`config.mk`:
```
export PLATFORM = sky130hd
export DESIGN_NAME = hll_fifo
export DESIGN_NICKNAME = d
export VERILOG_FILES = /design/src/hw/rtl/hll_pkg.sv /design/src/hw/rtl/hll_fifo.sv
export SDC_FILE = /design/constraint.sdc
export NUM_CORES = 1
export LEC_CHECK = 0
export ABC_AREA = 1
export BUFFER_PORTS_ARGS = -buffer_cell sky130_fd_sc_hd__clkbuf_2
export CAP_MARGIN = 5
export CORE_MARGIN = 5
export CORE_UTILIZATION = 52
export DETAILED_ROUTE_END_ITERATION = 12
export PLACE_DENSITY = 0.75
export SETUP_SLACK_MARGIN = 0.5
export SLEW_MARGIN = 20
export SYNTH_ARGS = -nofsm -noshare
export SYNTH_HDL_FRONTEND = slang
export SYNTH_SLANG_ARGS = --single-unit
```
`constraint.sdc`:
```
create_clock -name i_clk -period 3 [get_ports i_clk]
set_clock_uncertainty 0.15 [all_clocks]
set_input_delay 0.15 -clock i_clk [delete_from_list [all_inputs] [get_ports i_clk]]
set_output_delay 0.15 -clock i_clk [all_outputs]
set_load 0.005 [all_outputs]
```
`src/hw/rtl/hll_pkg.sv`:
```
// Shared constants, types and command format for the sketch insert block.
package hll_pkg;

    // MurmurHash64A constants
    localparam logic [63:0] MUR_M    = 64'hc6a4a7935bd1e995;
    localparam logic [63:0] MUR_SEED = 64'h8445d61a4e774912;
    localparam int          MUR_R    = 47;

    // bucket count limits
    localparam int          LOG_BUCKETS_MAX_DEF = 14;
    localparam int          LOG_BUCKETS_MIN     = 4;
    localparam logic [3:0]  LOG_BUCKETS_RST     = 4'd12;
    localparam int          LG_W                = 5;   // holds up to 31
    localparam int          IDX_W               = 21;  // widest store index

    // stream widths
    localparam int IN_TDATA_W  = 128;
    localparam int IN_TUSER_W  = 3;
    localparam int OUT_TDATA_W = 104;

    // input item kinds
    typedef enum logic [1:0] {
        MODE_KEY   = 2'd0,
        MODE_HASH  = 2'd1,
        MODE_MERGE = 2'd2,
        MODE_NONE  = 2'd3
    } t_mode;

    // classified command handed from front to back
    typedef struct packed {
        logic              is_merge;
        logic              other_dense;
        logic              in_range;
        logic [63:0]       hash;
        logic [IDX_W-1:0]  idx;
        logic [6:0]        value;
    } t_cmd;

endpackage

```
`src/hw/rtl/hll_fifo.sv`:
```
// Small command queue between front and back.
module hll_fifo #(
    parameter int DEPTH = 4
) (
    input  logic          i_clk,
    input  logic          i_rst_n,
    input  logic          i_push,
    input  hll_pkg::t_cmd i_cmd,
    output logic          o_full,
    input  logic          i_pop,
    output hll_pkg::t_cmd o_cmd,
    output logic          o_empty
);
    import hll_pkg::*;

    localparam int AW = $clog2(DEPTH);

    t_cmd          r_mem [DEPTH];
    logic [AW-1:0] r_wp;
    logic [AW-1:0] r_rp;
    logic [AW:0]   r_cnt;

    assign o_full  = (r_cnt == (AW+1)'(DEPTH));
    assign o_empty = (r_cnt == '0);
    assign o_cmd   = r_mem[r_rp];

    always_ff @(posedge i_clk) begin
        if (i_push) begin
            r_mem[r_wp] <= i_cmd;
        end
    end

    // pointers wrap at DEPTH
    always_ff @(posedge i_clk) begin
        if (!i_rst_n) begin
            r_wp  <= '0;
            r_rp  <= '0;
            r_cnt <= '0;
        end else begin
            if (i_push) begin
                r_wp <= (r_wp == AW'(DEPTH - 1)) ? '0 : r_wp + AW'(1);
            end
            if (i_pop) begin
                r_rp <= (r_rp == AW'(DEPTH - 1)) ? '0 : r_rp + AW'(1);
            end
            r_cnt <= r_cnt + (AW+1)'(i_push) - (AW+1)'(i_pop);
        end
    end
endmodule

```
==> impl_metrics.py <==
metrics = {
    "clock_network": {
        "cts_max_level": 2,
        "cts_tree": "done",
        "clock-sinks": 389,
        "root_buffer": "clkbuf_16",
        "clock_latency_ps": 510,
        "clockBufferDepth": 3,
        "path_clk_slew_ps": 60,
        "numCtsBuffers": 39,
    },
    "finish": {
        "multi_input_area_um2": 3060,
        "area_delta_synth_final_pct": 22.9,
        "final_common_cell": "edfxtp_1",
        "final_cells": 1885,
        "nNetsFinal": 1568,
        "stdcell_area_um2": 19500,
        "fillCellCount": 2116,
        "drive_above_1_share": 0.254,
        "seqCellArea_um2": 11600,
        "antenna_cells": 0,
        "layout_common_cells": "edfxtp_1 (380), inv_1 (199), nand2_1 (197)",
    },
    "route": {
        "wl_met3_mm": 1.78,
        "antenna_left": 0,
        "drtIter0Drc": 679,
        "drc": 0,
        "route.met2.wl_mm": 15.6,
        "top_layer": "met5",
        "via_count": 9567,
        "via_per_inst": 5.08,
        "m1WireLength_mm": 13.4,
        "drt-wirelength-per-cell_um": 16.7,
        "wirelength_mm": 31.4,
        "drtPass1Iterations": 5,
    },
    "placed_design": {
        "hpwl_mm": 18.5,
        "place_inst": 1716,
        "portBuffers": 195,
        "place_congestion": 0.715,
        "place_area_um2": 17200,
    },
    "die": {
        "num_rows": 64,
        "dieHeight_um": 185,
        "fp.dieW_um": 185,
        "start_util": 0.523,
        "core_um2": 30300,
        "pin_count": 196,
        "die_area_um2": 34100,
    },
    "pwr": {
        "netSwitchingFraction": 0.224,
        "seqPwrFrac": 0.510,
        "p_sw_w": 0.00278,
        "internal_power_w": 0.00962,
        "combPwrFrac": 0.107,
        "power_density_nw_per_um2": 636,
        "p_clk_frac": 0.382,
        "power_leakage_nw": 7.62,
        "peakVddDrop_v": 0.000492,
    },
    "critical_path": {
        "critPathMaxFanout": 35,
        "critPathCaptureType": "output pin",
        "arrival_ps": 2090,
        "critPathRequiredTime_ps": 2700,
        "startpoint_type": "flop",
        "crit_type": "reg -> out",
    },
    "synth": {
        "yosys_warnings": 0,
        "synth_cells": 1167,
        "yosys_register_bits": 389,
        "synth_cell_type_count": 19,
        "yosys-top-cells-area": "edfxtp_1 (72%), o211ai_2 (7.1%), inv_1 (4.9%)",
        "synth_largest_area_cell": "edfxtp_1",
        "seq_area_frac_synth": 0.731,
        "netlist_area_um2": 15900,
        "synth_top_area_frac": 0.720,
        "synth_area_per_cell_um2": 13.6,
        "syn-num-nets": 1274,
    },
    "timing": {
        "hold_viol_final": 0,
        "max_freq_mhz": 418,
        "setup_viol": 0,
        "fin_crit_ps": 2390,
        "worst_pin_slew_ps": 620,
        "rsz0062_at_grt": "true",
        "finalSetupTns_ps": 0,
        "period_share": 0.798,
        "max-slew-margin-rel": 0.586,
        "drv_slew": 0,
    },
    "global_route": {
        "antenna_found_initial": 1,
        "grt_start_max_net_pins": 111,
        "grt_overflow": 0,
        "grt_pass1_wl_mm": 49.7,
        "grt_util_all_layers": 0.183,
        "grt_pass1_vias": 9558,
    },
    "job": {
        "max_cap_violations": 0,
    },
    "run_status": {
        "outcome": "completed",
    },
    "worst_hold_path": {
        "hold_path_class": "in -> reg",
    },
}
[kinds of logic after synthesis]
logic type,count (synthesis),synth area share
adders and majority gates,8,0.00678
DFF,389,0.731
and+or+nand+nor,211,0.0502
AOI/OAI and AO/OA,289,0.135
buffers and inverters,269,0.0770
xor gates and xnor gates,1,0.000552
[per-layer routing]
layer / global-route usage / vias up
met4: 0.0517 / 2
li1: - / 4643
met5: 0 / -
met3: 0.0332 / 50
met1: 0.244 / 4603
met2: 0.311 / 269
[state kept, by name, indices dropped and copies added, names as in the netlist, named ones only]
register / flops
r_rp: 2
r_cnt: 3
r_mem: 380
r_wp: 2
[through the flow]
stage | util | hold slack, ps | setup slack [ps] | total power (W)
2_1_floorplan | - | 93.5 | 453 | 0.00714
3_3_place_gp | 0.567 | 217 | 1010 | 0.00762
3_5_place_dp | 0.567 | 222 | 1010 | 0.00766
4_1_cts | 0.641 | 226 | 555 | 0.0125
5_1_grt | 0.642 | 243 | 449 | 0.0129
6_report | 0.642 | 243 | 605 | 0.0124
[repair_timing]
item | 4_1_cts | 5_1_grt
resized for setup | 0 | 2
buffers inserted | 0 | 0
endpoints found under the hold margin | 389 | 0
setup endpoints to repair | 0 | 30
hold buffers | 99 | 0
[cell usage after synthesis]
master and n:
xnor2_1 1, inv_1 205, nor3_1 2, clkbuf_1 11, fa_1 1, o21ai_1 1, o211ai_1 5, buf_6 16
buf_2 19, nand2_1 201, ha_1 7, nand3_1 1, nor2_1 7, o211ai_2 90, dfxtp_1 9, o21ai_0 95
buf_4 18, edfxtp_1 380, a21oi_1 98
[layout make-up]
cell class | instances | share of cell area
Sequential cell | 389 | 0.595
Clock inverter | 21 | 0.0121
Clock buffer | 48 | 0.0523
Tap cell | 396 | 0.0254
Multi-Input combinational cell | 509 | 0.157
Inverter | 205 | 0.0402
Timing Repair Buffer | 317 | 0.118
[power groups by stage]
stage	clock network [W]	logic (W)	registers (W)
after detailed placement	0	0.00123	0.00644
after floorplan	0	0.000725	0.00642
after global placement	0	0.00120	0.00643
after CTS	0.00483	0.00134	0.00632
final	0.00474	0.00133	0.00633
after global routing	0.00509	0.00149	0.00634
[critical path, stage by stage (launching register included)]
cell	delay (ps)
dfxtp_4	650
buf_4	440
a21oi_1	140
o21ai_0	110
nand2_1	100
clkbuf_2	130
[path summary, 6_finish.rpt]
kind	start	end	slack, ps	cells past startpoint
max	flop	o_cmd[62]	610	5
min	i_cmd[87]	r_mem[0][87]	240	2
max reg2reg	r_wp[0]	r_mem[3][74]	1020	4
min reg2reg	r_rp[0]	flop	350	2
No activity file was read; power rests on OpenSTA's default activity.
