===== config.mk =====
export PLATFORM = sky130hd
export DESIGN_NAME = hll_front
export DESIGN_NICKNAME = d
export VERILOG_FILES = /design/src/hw/rtl/hll_pkg.sv /design/src/hw/rtl/hll_mul.sv /design/src/hw/rtl/hll_front.sv
export SDC_FILE = /design/constraint.sdc
export NUM_CORES = 2
export LEC_CHECK = 0
export CELL_PAD_IN_SITES_DETAIL_PLACEMENT = 0
export CELL_PAD_IN_SITES_GLOBAL_PLACEMENT = 1
export CORE_MARGIN = 2
export CORE_UTILIZATION = 35
export CTS_CLUSTER_DIAMETER = 30
export DETAILED_ROUTE_END_ITERATION = 10
export DONT_BUFFER_PORTS = 1
export PLACE_DENSITY_LB_ADDON = 0.05
export REMOVE_ABC_BUFFERS = 1
export SYNTH_ARGS = -nofsm -noshare
export SYNTH_HDL_FRONTEND = slang
export SYNTH_SLANG_ARGS = --single-unit

===== constraint.sdc =====
create_clock -name i_clk -period 23.5 [get_ports i_clk]
set_input_delay 7.05 -clock i_clk [delete_from_list [all_inputs] [get_ports i_clk]]
set_output_delay 7.05 -clock i_clk [all_outputs]
set_load 0.005 [all_outputs]

===== src/hw/rtl/hll_pkg.sv =====
// Shared constants, types and command format for the sketch insert block.
package hll_pkg;

    // MurmurHash64A constants
    localparam logic [63:0] MUR_M    = 64'hc6a4a7935bd1e995;
    localparam logic [63:0] MUR_SEED = 64'h8445d61a4e774912;
    localparam int          MUR_R    = 47;

    // bucket count limits
    localparam int          LOG_BUCKETS_MAX_DEF = 14;
    localparam int          LOG_BUCKETS_MIN     = 4;
    localparam logic [3:0]  LOG_BUCKETS_RST     = 4'd12;
    localparam int          LG_W                = 5;   // holds up to 31
    localparam int          IDX_W               = 21;  // widest store index

    // stream widths
    localparam int IN_TDATA_W  = 128;
    localparam int IN_TUSER_W  = 3;
    localparam int OUT_TDATA_W = 104;

    // input item kinds
    typedef enum logic [1:0] {
        MODE_KEY   = 2'd0,
        MODE_HASH  = 2'd1,
        MODE_MERGE = 2'd2,
        MODE_NONE  = 2'd3
    } t_mode;

    // classified command handed from front to back
    typedef struct packed {
        logic              is_merge;
        logic              other_dense;
        logic              in_range;
        logic [63:0]       hash;
        logic [IDX_W-1:0]  idx;
        logic [6:0]        value;
    } t_cmd;

endpackage


===== src/hw/rtl/hll_mul.sv =====
// Sequential 64-bit by MUR_M multiplier, low 64 bits, one 32x32 product per cycle.
module hll_mul (
    input  logic        i_clk,
    input  logic        i_rst_n,
    input  logic        i_start,
    input  logic [63:0] i_a,
    output logic        o_done,
    output logic [63:0] o_p
);
    import hll_pkg::*;

    logic [63:0] r_a;
    logic [63:0] r_p;
    logic [1:0]  r_ph;
    logic        r_run;
    logic        r_done;
    logic [31:0] mul_x;
    logic [31:0] mul_y;
    logic [63:0] prod;

    // operand select per phase: lo*lo, hi*lo, lo*hi
    always_comb begin
        case (r_ph)
            2'd0:    begin mul_x = r_a[31:0];  mul_y = MUR_M[31:0];  end
            2'd1:    begin mul_x = r_a[63:32]; mul_y = MUR_M[31:0];  end
            default: begin mul_x = r_a[31:0];  mul_y = MUR_M[63:32]; end
        endcase
        prod = 64'(mul_x) * 64'(mul_y);
    end

    always_ff @(posedge i_clk) begin
        if (!i_rst_n) begin
            r_run  <= 1'b0;
            r_done <= 1'b0;
            r_ph   <= 2'd0;
        end else begin
            r_done <= !i_start && r_run && (r_ph == 2'd2);
            if (i_start) begin
                r_a   <= i_a;
                r_run <= 1'b1;
                r_ph  <= 2'd0;
            end else if (r_run) begin
                if (r_ph == 2'd0) begin
                    r_p <= prod;
                end else begin
                    r_p <= r_p + {prod[31:0], 32'd0};
                end
                if (r_ph == 2'd2) begin
                    r_run <= 1'b0;
                end else begin
                    r_ph <= r_ph + 2'd1;
                end
            end
        end
    end

    assign o_done = r_done;
    assign o_p    = r_p;
endmodule


===== src/hw/rtl/hll_front.sv =====
// Front end: accepts items, runs the key hash, classifies into commands.
module hll_front (
    input  logic                           i_clk,
    input  logic                           i_rst_n,
    input  logic                           i_clear,
    input  logic                           i_hold,
    input  logic [hll_pkg::LG_W-1:0]       i_lg,
    input  logic                           i_valid,
    output logic                           o_ready,
    input  logic [hll_pkg::IN_TDATA_W-1:0] i_tdata,
    input  logic [hll_pkg::IN_TUSER_W-1:0] i_tuser,
    input  logic                           i_tlast,
    output logic                           o_push,
    output hll_pkg::t_cmd                  o_cmd,
    input  logic                           i_full
);
    import hll_pkg::*;

    typedef enum logic [8:0] {
        F_IDLE = 9'b000000001,
        F_SEED = 9'b000000010,
        F_BODY = 9'b000000100,
        F_K1   = 9'b000001000,
        F_K2   = 9'b000010000,
        F_H    = 9'b000100000,
        F_MIX  = 9'b001000000,
        F_F    = 9'b010000000,
        F_PUSH = 9'b100000000
    } t_fstate;

    t_fstate     r_state, n_state;
    logic [63:0] r_acc, n_acc;
    logic        r_skip, n_skip;
    logic [63:0] r_word;
    logic [3:0]  r_nb;
    logic        r_last;
    logic [63:0] r_res, n_res;
    logic        r_merge;
    logic [13:0] r_midx;
    logic [6:0]  r_mval;
    logic        r_odense;

    logic        mul_start;
    logic [63:0] mul_a;
    logic        mul_done;
    logic [63:0] mul_p;

    // input unpacking
    t_mode       in_mode;
    logic        in_first;
    logic [31:0] in_klen;
    logic        accept;

    logic [63:0] tail_mask;
    logic [63:0] w;
    logic [6:0]  lz;
    logic [6:0]  rank;
    logic [6:0]  cap;
    logic [63:0] idx64;

    assign in_mode  = t_mode'(i_tuser[1:0]);
    assign in_first = i_tuser[2];
    assign in_klen  = i_tdata[99:68];
    assign o_ready  = (r_state == F_IDLE) && !i_hold;
    assign accept   = i_valid && o_ready;

    hll_mul u_mul (
        .i_clk   (i_clk),
        .i_rst_n (i_rst_n),
        .i_start (mul_start),
        .i_a     (mul_a),
        .o_done  (mul_done),
        .o_p     (mul_p)
    );

    // byte mask for a short tail
    always_comb begin
        for (int b = 0; b < 8; b++) begin
            tail_mask[8*b +: 8] = (4'(b) < r_nb) ? 8'hFF : 8'h00;
        end
    end

    // hash sequencer
    always_comb begin
        n_state   = r_state;
        n_acc     = r_acc;
        n_skip    = r_skip;
        n_res     = r_res;
        mul_start = 1'b0;
        mul_a     = r_acc;
        case (r_state)
            F_IDLE: begin
                if (accept) begin
                    case (in_mode)
                        MODE_KEY: begin
                            if (in_first) begin
                                n_skip    = (in_klen == 32'd0);
                                mul_start = 1'b1;
                                mul_a     = 64'(in_klen);
                                n_state   = F_SEED;
                            end else if (!r_skip) begin
                                n_state = F_BODY;
                            end
                        end
                        MODE_HASH: begin
                            n_res   = i_tdata[63:0];
                            n_state = F_PUSH;
                        end
                        MODE_MERGE: begin
                            n_res   = 64'd0;
                            n_state = F_PUSH;
                        end
                        default: ;
                    endcase
                end
            end
            F_SEED: begin
                if (mul_done) begin
                    n_acc   = MUR_SEED ^ mul_p;
                    n_state = r_skip ? F_IDLE : F_BODY;
                end
            end
            F_BODY: begin
                if (r_nb >= 4'd8) begin
                    mul_start = 1'b1;
                    mul_a     = r_word;
                    n_state   = F_K1;
                end else if (r_nb != 4'd0) begin
                    mul_start = 1'b1;
                    mul_a     = r_acc ^ (r_word & tail_mask);
                    n_state   = F_H;
                end else begin
                    n_state = F_MIX;
                end
            end
            F_K1: begin
                if (mul_done) begin
                    mul_start = 1'b1;
                    mul_a     = mul_p ^ (mul_p >> MUR_R);
                    n_state   = F_K2;
                end
            end
            F_K2: begin
                if (mul_done) begin
                    mul_start = 1'b1;
                    mul_a     = r_acc ^ mul_p;
                    n_state   = F_H;
                end
            end
            F_H: begin
                if (mul_done) begin
                    n_acc   = mul_p;
                    n_state = F_MIX;
                end
            end
            F_MIX: begin
                if (r_last) begin
                    mul_start = 1'b1;
                    mul_a     = r_acc ^ (r_acc >> MUR_R);
                    n_state   = F_F;
                end else begin
                    n_state = F_IDLE;
                end
            end
            F_F: begin
                if (mul_done) begin
                    n_res   = mul_p ^ (mul_p >> MUR_R);
                    n_state = F_PUSH;
                end
            end
            F_PUSH: begin
                if (!i_full) begin
                    n_state = F_IDLE;
                end
            end
            default: n_state = F_IDLE;
        endcase
    end

    // bucket index and rank from the hash
    always_comb begin
        w     = r_res << i_lg;
        idx64 = r_res >> (7'd64 - 7'(i_lg));
        lz    = 7'd64;
        for (int i = 0; i < 64; i++) begin
            if (w[i]) begin
                lz = 7'(63 - i);
            end
        end
        cap  = 7'd65 - 7'(i_lg);
        rank = ((lz + 7'd1) < cap) ? (lz + 7'd1) : cap;
    end

    // command build
    always_comb begin
        o_cmd.is_merge    = r_merge;
        o_cmd.other_dense = r_merge && r_odense;
        o_cmd.hash        = r_res;
        if (r_merge) begin
            o_cmd.in_range = ((32'(r_midx) >> i_lg) == 32'd0);
            o_cmd.idx      = IDX_W'(r_midx);
            o_cmd.value    = r_mval;
        end else begin
            o_cmd.in_range = 1'b1;
            o_cmd.idx      = idx64[IDX_W-1:0];
            o_cmd.value    = rank;
        end
    end
    assign o_push = (r_state == F_PUSH) && !i_full;

    always_ff @(posedge i_clk) begin
        if (!i_rst_n) begin
            r_state <= F_IDLE;
            r_acc   <= 64'd0;
            r_skip  <= 1'b0;
        end else if (i_clear) begin
            r_state <= F_IDLE;
            r_acc   <= 64'd0;
            r_skip  <= 1'b0;
        end else begin
            r_state <= n_state;
            r_acc   <= n_acc;
            r_skip  <= n_skip;
        end
    end

    // payload capture
    always_ff @(posedge i_clk) begin
        r_res <= n_res;
        if (accept) begin
            r_word   <= i_tdata[63:0];
            r_nb     <= i_tdata[67:64];
            r_last   <= i_tlast;
            r_merge  <= (in_mode == MODE_MERGE);
            r_midx   <= i_tdata[113:100];
            r_mval   <= i_tdata[120:114];
            r_odense <= i_tdata[121];
        end
    end
endmodule


==> impl_metrics.tcl <==
set metrics [dict create \
    antenna_found_initial 28 \
    fin_crit_sh 0.864 \
    worst_pin_slew_ps 1350 \
    post_cts_buffers 0 \
    clk-insertion-delay-late_ps 720 \
    final_max_slew_viol_count 0 \
    grt_pass1_wl_um 332000 \
    grt_use_total 0.295 \
    slowest_stage "mux2i_1" \
    vias 43553 \
    core_um2 152000 \
    hp-class "register to register" \
    dp_hpwl_um 179000 \
    io_buffers 0 \
    yosys.area.top_type "fa_1" \
    dieArea_um2 156000 \
    startpoint "i_lg[1]" \
    clk_path_buf_depth 3 \
    row_count 143 \
    cts_htree_levels 3 \
    die_w_um 395 \
    min-delay-start "r_acc[59]$_SDFFE_PP0P_" \
    netlist_instances 5690 \
    rsz0062_at_grt "false" \
    drc_errors 0 \
    syn_avg_cell_area_um2 9.42 \
    synthDistinctLibCells 95 \
    synth_edf_count 284 \
    drt_iter0_drc 4095 \
    yosys-top-cells-area "fa_1 (24%), edfxtp_1 (16%), ha_1 (10%), inv_1 (6.1%), mux4_2 (5.0%)" \
    cts_buffers 99 \
    tns_ps 0 \
    grt_max_degree 203 \
    synthArstFlopShare 0 \
    drtPass1Iterations 6 \
    reg2reg_setup_slack_ps 11950 \
    r2r-start "u_mul.r_ph[1]$_SDFFE_PP0P_" \
    avgRoutedWirePerCell_um 30.0 \
    path_cells "inv_2 > buf_4 > mux2i_1 > mux4_2 > nand3_1 > or4_1 > a221o_1 > a221oi_2 > o21ai_1 > nand4b_4 > o311a_1 > or3_1 > ha_1 > o21ai_0 > nand2b_1 > a21oi_1 > nand2_1 > o21ai_0 > buf_4 > a41oi_1 > o21ai_0" \
    max_stage_delay_ps 680 \
    synth-seq-area-share 0.188 \
    wl_um 231000 \
    yosys.area.top_type_share 0.239 \
    syn2layout_area_growth_pct 10.5 \
    crit_fanout 91 \
    clk_pin_slew_ps 40 \
    maxCapViolCount 0 \
    synthesis.area_um2 53600 \
    period_needed_ps 20300 \
    skew_ps 91.6 \
    grt.overflow.total 0 \
    antenna_left 0 \
    start_kind "primary input" \
    gp_congestion 0.909 \
    cts-root-buf "clkbuf_16" \
    criticalPathCategory "primary input to output pin" \
    cpMostUsedCell "o21ai_0" \
    initial_core_util 0.353 \
    die-height_um 395 \
    nets 6772 \
    synth_seq_cells 362 \
    grt_pass1_vias 44301 \
    hold_buffers 0 \
    cp_data_arrival_time_ps 13250 \
    synth_flop_cell "edfxtp_1" \
    end_kind "output pin" \
    synth_warnings 0 \
    slew_headroom 0.0897 \
    hold_viol 0 \
    drive_above_1_share 0.0991 \
    avgViaCountPerCell 5.67 \
    pin_count 240 \
    cp.required_ps 16450 \
    ctsResizeCount 0 \
    setup_violations 0 \
    cts.sinks 362 \
    cts_tree "done" \
    fmax_ghz 0.0493 \
    status "complete, no violations" \
]
worst max-delay path, delay by kind of cell:
family	cells	cell delay, ps
AOI/OAI and AO/OA	9	2070
muxes	2	1080
and+or+nand+nor	6	1390
buffers and inverters	3	1290
adders and majority gates	1	310
placed cells by master, fill, tap and decap left out, drive strengths merged, types with 90 or more instances in the layout:
cell    count
nor2      309
ha        433
mux2      101
xnor2     120
edfxtp    284
mux2i     145
fa        641
nand2     546
mux4      124
o21ai     311
clkbuf    114
a21oi     328
inv       884
buf        98
nand3      90
worst paths after layout:
kind,to,cells after the start
setup / recovery,o_cmd[6],21
setup reg to reg,u_mul.o_p[63]$_DFFE_PP_,40
hold reg to reg,r_acc[59]$_SDFFE_PP0P_,2
hold / removal,r_acc[59]$_SDFFE_PP0P_,2
flip-flops by register name (all words and copies together), names as in the netlist:
name	flops
r_nb	4
r_mval	7
r_res	64
r_last	1
r_odense	1
r_skip	1
r_state	9
r_acc	64
u_mul.r_run	1
r_merge	1
r_word	64
u_mul.o_p	64
r_midx	14
u_mul.r_ph	2
u_mul.r_a	64
u_mul.o_done	1
routing by layer:
metal / up-vias / wire length, um / track usage
met5: - / 141 / 0
met1: 22395 / 107000 / 0.429
met3: 288 / 16400 / 0.0554
met2: 1610 / 101000 / 0.450
met4: 20 / 6050 / 0.0712
li1: 19240 / - / -
kinds of logic (layout without fill, tap and decap cells):
family / count (synthesis) / in the layout / share of synthesized area
flops: 362 / 362 / 0.188
fa+ha+maj: 1074 / 1074 / 0.341
xor+xnor: 167 / 167 / 0.0273
buf+inv: 1206 / 1155 / 0.0870
other cells: 2 / 17 / 0.000140
compound gates: 1147 / 1147 / 0.136
mux: 370 / 370 / 0.101
simple gates: 1362 / 1362 / 0.120
through the flow:
step	hold WS, ps	area (um^2)	setup WS (ps)	cells	util
final	486	59200	3200	7684	0.390
after global routing	531	59200	2880	7674	0.390
after CTS	482	59200	3320	7672	0.390
after detailed placement	475	55600	3340	7484	0.366
after global placement	479	55600	3300	7484	0.366
after floorplan	456	52200	3740	5356	-
cell usage after synthesis, types with 32 or more instances:
cell type  count
and2_1        84
inv_1        864
edfxtp_1     284
xnor2_1      120
nor3_1        45
nand2_1      546
nand2b_1      41
dfxtp_1       78
a21o_1        46
mux2i_1      144
o22ai_1       35
a211o_1       36
buf_2         32
nand3b_1      72
mux4_2       120
o21ai_0      309
mux2_2        97
o211ai_1      54
ha_1         433
a211oi_1      48
clkbuf_1     257
nor2b_1       39
fa_1         641
xor2_1        47
nand3_1       90
nor2_1       309
a21oi_1      328
final cells by class:
| type | count | area (um^2) |
|---|---|---|
| diodes | 12 | 30.0 |
| clock buffers | 114 | 2610 |
| clock inverters | 74 | 958 |
| fillers | 15422 | 92700 |
| inverters | 869 | 3260 |
| multi-input cells | 4125 | 39000 |
| flip-flops and latches | 362 | 10100 |
| well taps | 2030 | 2540 |
| repair buffers | 98 | 736 |
Power is not shown: default switching activity piles up to over one toggle a cycle in this logic, so the estimate is an artifact.
